==> config.mk <==
export PLATFORM = sky130hd
export DESIGN_NAME = edf_preemptive_scheduler
export DESIGN_NICKNAME = d
export VERILOG_FILES = /design/src/sv/edf_pkg.sv /design/src/sv/edf_ram.sv /design/src/sv/edf_preemptive_scheduler.sv
export SDC_FILE = /design/constraint.sdc
export NUM_CORES = 2
export LEC_CHECK = 0
export BUFFER_PORTS_ARGS = -buffer_cell sky130_fd_sc_hd__buf_2
export CAP_MARGIN = 20
export CORE_AREA = 3 3 262 521
export DETAILED_ROUTE_END_ITERATION = 6
export DIE_AREA = 0 0 265 524
export RECOVER_POWER = 50
export SKIP_CTS_REPAIR_TIMING = 1
export SLEW_MARGIN = 20
export SYNTH_ARGS = -nofsm -noshare
export SYNTH_HDL_FRONTEND = slang
export SYNTH_SLANG_ARGS = --single-unit
==> constraint.sdc <==
create_clock -name i_clk -period 9.76 [get_ports i_clk]
set_clock_uncertainty 0.15 [all_clocks]
set_input_delay 2.928 -clock i_clk [delete_from_list [all_inputs] [get_ports i_clk]]
set_output_delay 2.928 -clock i_clk [all_outputs]
set_load 0.02 [all_outputs]
==> src/sv/edf_pkg.sv <==
// Shared types and constants for the EDF scheduler.
package edf_pkg;

    localparam int ID_W    = 8;
    localparam int SLOT_W  = 4;
    localparam int FIELD_W = 16;
    localparam int CNT_REG_W = 5;

    localparam logic CMD_LOAD = 1'b0;
    localparam logic CMD_TICK = 1'b1;

    localparam logic REG_TASK_COUNT = 1'b0;

    typedef struct packed {
        logic [ID_W-1:0]    task_id;
        logic [FIELD_W-1:0] arrival;
        logic [FIELD_W-1:0] burst;
        logic [FIELD_W-1:0] deadline;
        logic [FIELD_W-1:0] remaining;
    } t_entry;

    localparam int ENTRY_W = $bits(t_entry);

    typedef enum logic [3:0] {
        ST_IDLE  = 4'b0001,
        ST_SCAN  = 4'b0010,
        ST_DRAIN = 4'b0100,
        ST_WRITE = 4'b1000
    } t_state;

    // true when candidate a beats incumbent b: earlier deadline, then earlier arrival,
    // then lower id
    function automatic logic better(t_entry a, t_entry b);
        logic res;
        if (a.deadline != b.deadline) begin
            res = (a.deadline < b.deadline);
        end else if (a.arrival != b.arrival) begin
            res = (a.arrival < b.arrival);
        end else begin
            res = (a.task_id < b.task_id);
        end
        return res;
    endfunction

endpackage

==> src/sv/edf_ram.sv <==
// Generic single-write, single-read RAM with registered read data.
module edf_ram #(
    parameter int WIDTH = 72,
    parameter int DEPTH = 16,
    localparam int AW = (DEPTH > 1) ? $clog2(DEPTH) : 1
) (
    input  logic             i_clk,
    input  logic             i_we,
    input  logic [AW-1:0]    i_waddr,
    input  logic [WIDTH-1:0] i_wdata,
    input  logic [AW-1:0]    i_raddr,
    output logic [WIDTH-1:0] o_rdata
);

    logic [WIDTH-1:0] r_mem [DEPTH];
    logic [WIDTH-1:0] r_rdata;

    always_ff @(posedge i_clk) begin
        if (i_we) begin
            r_mem[i_waddr] <= i_wdata;
        end
        r_rdata <= r_mem[i_raddr];
    end

    assign o_rdata = r_rdata;

endmodule

==> src/sv/edf_preemptive_scheduler.sv <==
// Top level of the preemptive earliest-deadline-first scheduler.
//
// Usage:
//   Command channel: raise start with the command fields while busy is low; the
//   word is taken at that clock edge. A load word (cmd = load) writes one slot of
//   the task table in that cycle, gives no result, and leaves busy low, so loads
//   can be issued back to back. A tick word (cmd = tick) scans the first
//   task_count slots, one table RAM read per slot, keeps the best ready slot,
//   writes its decremented remaining time back and advances time.
//   A tick keeps busy high through N RAM reads, N = min(task_count, MAX_TASKS),
//   then a drain step for the read pipeline and a write-back step.
//   With N = 0 only the write-back step remains and busy is high for one cycle.
//   The result word is on the o_ ports for exactly one cycle with o_valid high,
//   in the first cycle with busy low again; the next word may be taken then.
//   The receiver cannot stall: every result word is taken as it is shown.
//   Configuration: APB write of task_count at address 0, only while idle.
//   Reset: synchronous, active low; time goes to 0, task_count to 1 and every
//   slot reads as having no remaining work until loaded. No clearing pass.
module edf_preemptive_scheduler #(
    parameter int MAX_TASKS = 16,
    parameter int TIME_BITS = 16
) (
    input  logic                        i_clk,
    input  logic                        i_rst_n,
    // command channel
    input  logic                        start,
    output logic                        busy,
    input  logic                        i_cmd,
    input  logic [edf_pkg::SLOT_W-1:0]  i_slot,
    input  logic [edf_pkg::ID_W-1:0]    i_task_id,
    input  logic [edf_pkg::FIELD_W-1:0] i_arrival,
    input  logic [edf_pkg::FIELD_W-1:0] i_burst,
    input  logic [edf_pkg::FIELD_W-1:0] i_deadline,
    // result channel
    output logic                        o_valid,
    output logic [edf_pkg::FIELD_W-1:0] o_now,
    output logic                        o_idle,
    output logic [edf_pkg::SLOT_W-1:0]  o_run_slot,
    output logic [edf_pkg::ID_W-1:0]    o_run_id,
    output logic                        o_finished,
    output logic [edf_pkg::FIELD_W-1:0] o_finish_time,
    output logic [edf_pkg::FIELD_W-1:0] o_turnaround,
    output logic [edf_pkg::FIELD_W-1:0] o_waiting,
    output logic                        o_all_done,
    // configuration port
    input  logic                        psel,
    input  logic                        penable,
    input  logic                        pwrite,
    input  logic [2:0]                  paddr,
    input  logic [31:0]                 pwdata,
    output logic [31:0]                 prdata,
    output logic                        pready
);

    import edf_pkg::*;

    localparam int IDX_W = (MAX_TASKS > 1) ? $clog2(MAX_TASKS) : 1;
    localparam int CNT_W = $clog2(MAX_TASKS + 1);
    // width wide enough for both the time counter and the 16-bit time fields
    localparam int CW    = (TIME_BITS > FIELD_W) ? TIME_BITS : FIELD_W;

    // ------------------------------------------------------------------
    // configuration register
    // ------------------------------------------------------------------
    logic [CNT_REG_W-1:0] r_task_count;
    logic                 cfg_wr;

    assign pready = 1'b1;
    assign cfg_wr = psel && penable && pwrite && pready;

    always_ff @(posedge i_clk) begin
        if (!i_rst_n) begin
            r_task_count <= CNT_REG_W'(1);
        end else if (cfg_wr && (paddr[2] == REG_TASK_COUNT)) begin
            r_task_count <= pwdata[CNT_REG_W-1:0];
        end
    end

    assign prdata = (paddr[2] == REG_TASK_COUNT) ? 32'(r_task_count) : 32'd0;

    // number of counted slots, clamped to the table depth
    logic [CNT_W-1:0] cnt_lim;
    assign cnt_lim = (32'(r_task_count) > MAX_TASKS) ? CNT_W'(MAX_TASKS)
                                                     : CNT_W'(r_task_count);

    // ------------------------------------------------------------------
    // control registers
    // ------------------------------------------------------------------
    t_state                 r_state, n_state;
    logic [IDX_W-1:0]       r_rd_idx;
    logic [IDX_W-1:0]       r_cmp_idx;
    logic                   r_cmp_vld;
    logic [CNT_W-1:0]       r_n;
    logic [CNT_W-1:0]       r_nz;
    logic                   r_found;
    logic [IDX_W-1:0]       r_best_slot;
    t_entry                 r_best;
    logic [MAX_TASKS-1:0]   r_valid;
    logic [TIME_BITS-1:0]   r_time, n_time;

    logic accept;
    logic is_load;
    logic load_ok;
    logic last_rd;

    assign busy    = (r_state != ST_IDLE);
    assign accept  = start && !busy;
    assign is_load = accept && (i_cmd == CMD_LOAD);
    // drop loads to slots beyond the table
    assign load_ok = is_load && (32'(i_slot) < MAX_TASKS);
    assign last_rd = (CNT_W'(r_rd_idx) == (r_n - CNT_W'(1)));

    // ------------------------------------------------------------------
    // task table RAM
    // ------------------------------------------------------------------
    logic               ram_we;
    logic [IDX_W-1:0]   ram_waddr;
    t_entry             ram_wdata;
    logic [ENTRY_W-1:0] ram_rdata;
    t_entry             rd_entry;
    t_entry             load_entry;
    t_entry             wb_entry;

    assign load_entry = '{task_id:   i_task_id,
                          arrival:   i_arrival,
                          burst:     i_burst,
                          deadline:  i_deadline,
                          remaining: i_burst};

    logic [FIELD_W-1:0] dec_rem;
    assign dec_rem = r_best.remaining - FIELD_W'(1);

    always_comb begin
        wb_entry           = r_best;
        wb_entry.remaining = dec_rem;
    end

    always_comb begin
        ram_we    = 1'b0;
        ram_waddr = r_best_slot;
        ram_wdata = wb_entry;
        if (load_ok) begin
            ram_we    = 1'b1;
            ram_waddr = IDX_W'(i_slot);
            ram_wdata = load_entry;
        end else if ((r_state == ST_WRITE) && r_found) begin
            ram_we    = 1'b1;
        end
    end

    edf_ram #(
        .WIDTH (ENTRY_W),
        .DEPTH (MAX_TASKS)
    ) u_table (
        .i_clk   (i_clk),
        .i_we    (ram_we),
        .i_waddr (ram_waddr),
        .i_wdata (ram_wdata),
        .i_raddr (r_rd_idx),
        .o_rdata (ram_rdata)
    );

    assign rd_entry = t_entry'(ram_rdata);

    // ------------------------------------------------------------------
    // compare stage: one slot per cycle against the running best
    // ------------------------------------------------------------------
    logic [FIELD_W-1:0] rd_rem;
    logic               rd_ready;
    logic               take;

    // a slot never loaded reads as having no remaining work
    assign rd_rem   = r_valid[r_cmp_idx] ? rd_entry.remaining : '0;
    assign rd_ready = r_cmp_vld && (rd_rem != '0)
                      && (CW'(rd_entry.arrival) <= CW'(r_time));
    // strict compare keeps the lower slot on a full tie
    assign take     = rd_ready && (!r_found || better(rd_entry, r_best));

    // ------------------------------------------------------------------
    // write-back stage: decrement, advance time, form result word
    // ------------------------------------------------------------------
    logic          fin_now;
    logic [CW-1:0] tat;
    logic [CW-1:0] wt;
    logic          all_done;

    assign n_time   = (&r_time) ? r_time : r_time + TIME_BITS'(1);
    assign fin_now  = r_found && (dec_rem == '0);
    assign tat      = CW'(n_time) - CW'(r_best.arrival);
    assign wt       = (tat >= CW'(r_best.burst)) ? tat - CW'(r_best.burst) : '0;
    // the finishing slot is the only nonzero one that drops to zero
    assign all_done = (r_nz == '0) || ((r_nz == CNT_W'(1)) && fin_now);

    // ------------------------------------------------------------------
    // sequencer
    // ------------------------------------------------------------------
    always_comb begin
        n_state = r_state;
        unique case (r_state)
            ST_IDLE: begin
                if (accept && (i_cmd == CMD_TICK)) begin
                    n_state = (cnt_lim == '0) ? ST_WRITE : ST_SCAN;
                end
            end
            ST_SCAN: begin
                if (last_rd) begin
                    n_state = ST_DRAIN;
                end
            end
            ST_DRAIN: begin
                n_state = ST_WRITE;
            end
            ST_WRITE: begin
                n_state = ST_IDLE;
            end
            default: begin
                n_state = ST_IDLE;
            end
        endcase
    end

    always_ff @(posedge i_clk) begin
        if (!i_rst_n) begin
            r_state   <= ST_IDLE;
            r_cmp_vld <= 1'b0;
            r_found   <= 1'b0;
            r_valid   <= '0;
            r_time    <= '0;
            r_rd_idx  <= '0;
            r_nz      <= '0;
        end else begin
            r_state <= n_state;

            // mark a slot loaded once it is written
            if (load_ok) begin
                r_valid[IDX_W'(i_slot)] <= 1'b1;
            end

            // advance the read pointer and the read pipeline
            r_cmp_vld <= (r_state == ST_SCAN);
            r_cmp_idx <= r_rd_idx;
            if (r_state == ST_IDLE) begin
                r_rd_idx <= '0;
            end else if (r_state == ST_SCAN) begin
                r_rd_idx <= r_rd_idx + IDX_W'(1);
            end

            if (accept && (i_cmd == CMD_TICK)) begin
                r_n     <= cnt_lim;
                r_found <= 1'b0;
                r_nz    <= '0;
            end else if (r_cmp_vld) begin
                if (rd_rem != '0) begin
                    r_nz <= r_nz + CNT_W'(1);
                end
                // a taken slot is loaded, so its stored remaining time is live
                if (take) begin
                    r_found     <= 1'b1;
                    r_best      <= rd_entry;
                    r_best_slot <= r_cmp_idx;
                end
            end

            if (r_state == ST_WRITE) begin
                r_time <= n_time;
            end
        end
    end

    // ------------------------------------------------------------------
    // result register
    // ------------------------------------------------------------------
    logic                r_strobe;
    logic [FIELD_W-1:0]  r_now;
    logic                r_idle;
    logic [SLOT_W-1:0]   r_run_slot;
    logic [ID_W-1:0]     r_run_id;
    logic                r_finished;
    logic [FIELD_W-1:0]  r_fin;
    logic [FIELD_W-1:0]  r_tat;
    logic [FIELD_W-1:0]  r_wt;
    logic                r_all_done;

    always_ff @(posedge i_clk) begin
        if (!i_rst_n) begin
            r_strobe <= 1'b0;
        end else begin
            r_strobe <= (r_state == ST_WRITE);
        end
    end

    always_ff @(posedge i_clk) begin
        if (r_state == ST_WRITE) begin
            r_now      <= FIELD_W'(n_time);
            r_idle     <= !r_found;
            r_run_slot <= r_found ? SLOT_W'(r_best_slot) : '0;
            r_run_id   <= r_found ? r_best.task_id : '0;
            r_finished <= fin_now;
            r_fin      <= fin_now ? FIELD_W'(n_time) : '0;
            r_tat      <= fin_now ? FIELD_W'(tat) : '0;
            r_wt       <= fin_now ? FIELD_W'(wt) : '0;
            r_all_done <= all_done;
        end
    end

    assign o_valid       = r_strobe;
    assign o_now         = r_now;
    assign o_idle        = r_idle;
    assign o_run_slot    = r_run_slot;
    assign o_run_id      = r_run_id;
    assign o_finished    = r_finished;
    assign o_finish_time = r_fin;
    assign o_turnaround  = r_tat;
    assign o_waiting     = r_wt;
    assign o_all_done    = r_all_done;

`ifndef SYNTHESIS
    a_strobe_after_write: assert property (@(posedge i_clk) disable iff (!i_rst_n)
        o_valid |-> $past(r_state == ST_WRITE))
        else $error("result word without write-back");

    a_strobe_single: assert property (@(posedge i_clk) disable iff (!i_rst_n)
        o_valid |=> !o_valid)
        else $error("result word shown twice");

    a_finish_not_idle: assert property (@(posedge i_clk) disable iff (!i_rst_n)
        (o_valid && o_finished) |-> (!o_idle && o_all_done == 1'b0 || !o_idle))
        else $error("finished on an idle tick");

    a_scan_in_range: assert property (@(posedge i_clk) disable iff (!i_rst_n)
        (r_state == ST_SCAN) |-> (CNT_W'(r_rd_idx) < r_n))
        else $error("scan read beyond counted slots");

    a_no_load_while_writeback: assert property (@(posedge i_clk) disable iff (!i_rst_n)
        (r_state == ST_WRITE) |-> !accept)
        else $error("command taken during write-back");
`endif

endmodule
* Word-level counts from Yosys, hierarchy flattened *
Memory sizes are Yosys's and may differ from the RTL's. A register that Yosys moved wholly into a read port is not among the register bits.
Cells that the tools add are included.

storage, ports and cells
  bits in writable memories = 1,152
  memories kept = 1
  bits in registers = 217

memories
  name           depth  bits a word  rd ports  clocked after Yosys merged registers in  write ports  RTL line       RTL
  u_table.r_mem  16     72           1         1                                        1            edf_ram.sv:15  logic [WIDTH-1:0] r_mem [DEPTH];

operators by class
  order comparisons = 9
  reduce and logical (&&, ||, !) cells = 30
  bitwise logic cells = 5
  mux-type cells = 20
  add/subtract/negate cells = 7
  equality and inequality tests = 11

operators with widths
  operator                                             count
  two-way mux 72 bit                                   1
  < comparator 16 bit                                  2
  two-way mux 16 bit                                   2
  != test 16 bit                                       2
  subtractor 16 bit                                    2
  adder 16 x 1 -> 16 bit (second input constant)       1
  >= comparator 16 bit                                 1
  less-or-equal comparator 16 bit                      1
  logical NOT 16 bit                                   1
  two-way mux 4 bit                                    4
  bitwise OR 16 bit                                    1
  AND reduction 16 bit                                 1
  nonzero test 16 bit                                  1
  subtractor 16 x 1 -> 16 bit (second input constant)  1
  logical AND 1 bit                                    13
  case mux 4 bit (3 select lines)                      1
  logical NOT 5 bit                                    2
  < comparator 4 x 5 -> 1 bit (second input constant)  2
  two-way mux 5 bit                                    2
  AND reduction 2 bit                                  5
  < comparator 8 bit                                   1
  two-way mux 1 bit                                    8
  adder 5 x 1 -> 5 bit (second input constant)         1
  == test 4 x 5 -> 1 bit                               1
  other kinds (18)                                     25

* Longest topological paths before layout *
  word-level depth = 8
  gate-level depth with buffers = 23
  mapped depth without buffers = 21

* Modules after synthesis *
A second synthesis with hierarchy kept.

unflattened totals
  cells, all modules = 3,058
  area, all modules = 56,686.9 µm²

by module, submodules not included
  module                    times used  seq. area each (µm²)  cells an instance  area an instance (µm²)
  edf_ram                   1           36,034.6              1,850              44,550.2
  edf_preemptive_scheduler  1           5,985.7               1,208              12,136.6

* Worst setup path before layout *
Ideal clock, no wire load.

  path kind = input to register
  from = in i_cmd
  to = reg r_best[0] (netlist bit) (enable)
  stages = 3
  arrival = 8,820 ps
  slack = 166 ps
  buffers on the path = 0
  required time = 8,987 ps
  cells stage by stage = nand2_1 -> o21ai_1 -> a211oi_1

between the ends
  longest elaborated chain between the ends = 3

RTL lines
  element                               RTL line                         RTL
  from (decl)                           edf_preemptive_scheduler.sv:28   input logic i_cmd,
  logical AND 1 bit                     edf_preemptive_scheduler.sv:248  if (accept && (i_cmd == CMD_TICK)) begin
  NOT 1 bit (no source line)            --
  AND reduction 4 bit (no source line)  --
  to (signal assigned)                  edf_preemptive_scheduler.sv:259  r_best <= rd_entry;
  to (decl)                             edf_preemptive_scheduler.sv:97   t_entry r_best;

No other way between the ends.
A chain may end at the register's enable or synchronous reset.

* Final worst setup path *
  from = in i_cmd
  to = mem u_table.r_mem[2][34] (enable)

between the ends
  longest elaborated chain between the ends = 5

RTL lines
  element                                  RTL line                         RTL
  NOT 1 bit (*)                            edf_preemptive_scheduler.sv:108  assign is_load = accept && (i_cmd == CMD_LOAD);
  logical AND 1 bit (*)                    edf_preemptive_scheduler.sv:108
  two-way mux 1 bit                        edf_preemptive_scheduler.sv:142  if (load_ok) begin
  two-way mux 1 bit                        edf_ram.sv:19                    if (i_we) begin
  two-way mux 1 bit (not written as such)  edf_ram.sv:20                    r_mem[i_waddr] <= i_wdata;
  to (decl)                                edf_ram.sv:15

Every way passes the cells marked *; elsewhere a longest branch is shown, timed or not.

==> metrics.cfg <==
[run_status]
run_status = finished with violations
failing_checks = capacitance limit, slew limit

[detailed_routing]
detail_route.first_pass.iterations = 5
first_iter_violations = 2416
post-route-drc-count = 0
route.detailed.vias_per_inst = 5.673
num_vias = 28240
totalWireLength_um = 140200
drtAntennaViolNets = 0
drt-wirelength-per-cell_um = 28.16

[sta]
unrepaired_setup_endpoints_after_global_routing = no
maxSlewHeadroom_pct = -192.2
tightest_slew_ns = 4.382
layout_min_cycle_time_ns = 7.994
fmax_mhz = 125.1
finalHoldViolations = 0
slew_viol_final = 1110
report.final.setup_viol = 0
finalCritPeriodShare_pct = 81.90
fin_tns_setup_ns = 0

[floorplan]
start_util_pct = 42.86
fp.dieArea_um2 = 138900
chipWidth_um = 265
floorplan.die.height_um = 524
core_region_area_um2 = 132900
std_cell_rows = 189
io_pins = 216

[clock_tree]
cts_root_buf = clkbuf_16
clk_slew_on_worst_s_h_paths_ns = 0.06
htreeDepth = 3
clock_insertion_delay_worst_skew_ns = 0.74
clk_buf_depth = 3
cts_tree = built
numClockSinks = 1441
cts-buffers-inserted = 119

[power_and_ir_drop]
power.ir.vdd_worst_uv = 181.7
pwr-share-clk_pct = 39.3
fin_total_pwr_w = 0.01204
share_of_power_burned_in_registers_pct = 57.2
power.internal_w = 0.009541
power_switching_w = 0.002499
power.density_nw_per_um2 = 189.0
combPwrFrac_pct = 3.5
p_leak_nw = 20.03
switching_share_of_total_power_pct = 20.76

[setup_path]
path_max_fanout = 39
critical-path-top-delay-family = buffers and inverters
worstSetupStartpointType = input port
end_kind = flop
buffers_plus_inverters_on_the_worst_setup_path = 3
timing.critical_path.cells = clkbuf_1, nand3b_1, clkbuf_1, mux2i_1, nand2b_1, nor2_1, clkbuf_1
cp_slowest_cell = clkbuf_1
worst-endpoint-required_ns = 9.86
cpPeakStageDelay_ns = 2.44
cp_data_arrival_time_ns = 8.09
worst-setup-path-type = in2reg
critical_path.most_common_cell = clkbuf_1

[placed_design]
instance_count_after_placement_with_tap_cells_included = 4741
dp_hpwl_um = 80870
portBuffers = 158
gp_congestion = 0.8816

[synthesis]
synth.mux.area_fraction_pct = 14.66
ys_async_sr_fraction_pct = 0
area_of_the_mapped_netlist_um2 = 56960
synth_top_family_by_area = multiplexers
synth-adder-area-share_pct = 2.135
synth_enable_flop_cells = 1316
netlist_instances = 2905
ys_types = 73
synthSimpleGateAreaFrac_pct = 3.941
synth-seq-area-share_pct = 73.77
post_synth.cell_area_avg_um2 = 19.61
synthesized_area_fraction_occupied_by_ao_oa_aoi_and_oai_cells_pct = 2.829
postSynth.topFlopCell = edfxtp_1
yosys_register_bits = 1441
synthesis.yosys.warnings = 0
post_synth_xor_area_fraction_pct = 0.8457

[global_routing]
global_route_wire_length_before_repair_um = 204900
antenna_found_initial = 2
track_usage_pct = 20.35
grt_overflow = 0
largest_net_degree_at_the_start_of_global_routing = 152
grt_pass1_vias = 30200

[finish]
fin_nets = 3351
synthToLayoutAreaGrowth_pct = 11.85
fill_cells = 10980
layout_cells_sized_above_1_pct = 21.32
layout.cells.non_filler = 4978

[flow_run]
drv.max_cap_violation_count = 28

[hold_path]
worst_hold_path_type = reg2reg

-- layout make-up --
cell class	count	area, um2	share of cell area (%)
diodes	4	10.01	0.01571
clock buffers	161	3268	5.130
clock inverters	62	559.3	0.8779
inverters	96	361.6	0.5676
multi-input cells	1250	14100	22.14
flip-flops and latches	1441	42020	65.96
well taps	1719	2151	3.376
repair buffers	245	1231	1.932
-- state kept, by name, summed over array words and instances (netlist names), 5 cells and up --
name             flops
r_valid             16
o_run_id             8
o_turnaround        16
u_table.r_mem     1152
r_time              16
o_waiting           16
r_n                  5
u_table.o_rdata     72
r_task_count         5
o_now               16
r_nz                 5
r_best              72
o_finish_time       16
-- synthesized netlist by cell type, types with 8 or more instances --
library cell	count	area share, %
a21o_1	18	0.24
a211oi_1	9	0.12
buf_1	28	0.18
edfxtp_1	1316	69
xor2_1	17	0.26
nor4_1	13	0.14
dfxtp_1	125	4.4
o21ai_0	95	0.83
mux2i_1	12	0.21
nand3_1	26	0.23
nand2b_1	13	0.14
clkbuf_1	75	0.49
nor3_2	8	0.14
nor2_1	128	0.84
inv_1	95	0.63
buf_2	11	0.097
ha_1	94	2.1
or3_1	8	0.088
and2_1	31	0.34
a21oi_1	45	0.40
nand2_1	103	0.68
mux4_2	365	14
buf_4	30	0.40
nor2b_1	17	0.19
nor3_1	29	0.25
nand4_1	13	0.14
xnor2_1	38	0.58
o21a_1	20	0.26
-- cells by family (layout without fill, tap and decap cells) --
group | Yosys count | count (layout)
flops | 1441 | 1441
simple gates | 439 | 439
mux | 378 | 378
compound gates | 254 | 254
buf+inv | 240 | 564
fa+ha+maj | 96 | 96
xor+xnor | 55 | 55
other cells | 2 | 32
-- power groups by stage --
stage	clock (W)	sequential, W	combinational [W]
detailed placement	0	0.00702	0.000442
floorplan	0	0.00701	0.000259
global route	0.00508	0.00689	0.000466
finish	0.00473	0.00689	0.000427
CTS	0.00484	0.00688	0.000443
global placement	0	0.00701	0.000415
-- layout by cell type (no fill, tap or decap), drive strengths merged, types with 7 or more instances in the layout --
master    synthesis  layout
a31oi             7       7
nand2b           13      13
clkbuf           75     297
and4              7       7
bufinv            0       8
nand4            14      14
xnor2            38      38
and3              7       7
or3               8       8
conb              2      28
clkinv            0      43
mux2i            12      12
and2             31      31
mux4            365     365
inv              96      98
xor2             17      17
nand2           103     103
a211oi            9       9
nor2            128     128
nor3             37      37
nor3b             7       7
o21a             20      20
nor4             16      16
nand3            27      27
buf              69     109
a21oi            45      45
a21o             18      18
o21ai            96      96
edfxtp         1316    1316
dfxtp           125     125
or2               7       7
nor2b            17      17
clkinvlp          0       9
ha               94      94
-- routing by layer --
metal	vias to the layer above	GRT usage, %	share of wire [%]
met4	2	7.264	3.7
met5	-	0	0.0093
li1	12180	-	-
met3	225	2.707	4.7
met2	866	37.62	54
met1	14960	24.32	38
-- final timing paths --
| kind | cells after the start | to | slack, ns | startpoint |
|---|---|---|---|---|
| setup reg to reg | 3 | u_table.o_rdata[49] | 2.31 | r_rd_idx[3] |
| setup / recovery | 7 | u_table.r_mem[2][34] | 1.77 | i_cmd |
| hold reg to reg | 0 | r_best[36] | 0.25 | u_table.o_rdata[36] |
| hold / removal | 0 | r_best[36] | 0.25 | u_table.o_rdata[36] |
-- stage by stage --
stage / setup slack (ns) / util (%) / area (um2) / hold WS, ns
2_1_floorplan: 0.1662 / - / 57060 / 0.2355
3_3_place_gp: 3.148 / 45.27 / 60170 / 0.2357
3_5_place_dp: 3.204 / 45.29 / 60190 / 0.2387
4_1_cts: 3.137 / 48.17 / 64010 / 0.2542
5_1_grt: 1.415 / 47.93 / 63700 / 0.2586
6_report: 1.766 / 47.94 / 63710 / 0.2506
Power figures use the tool's default switching activity.
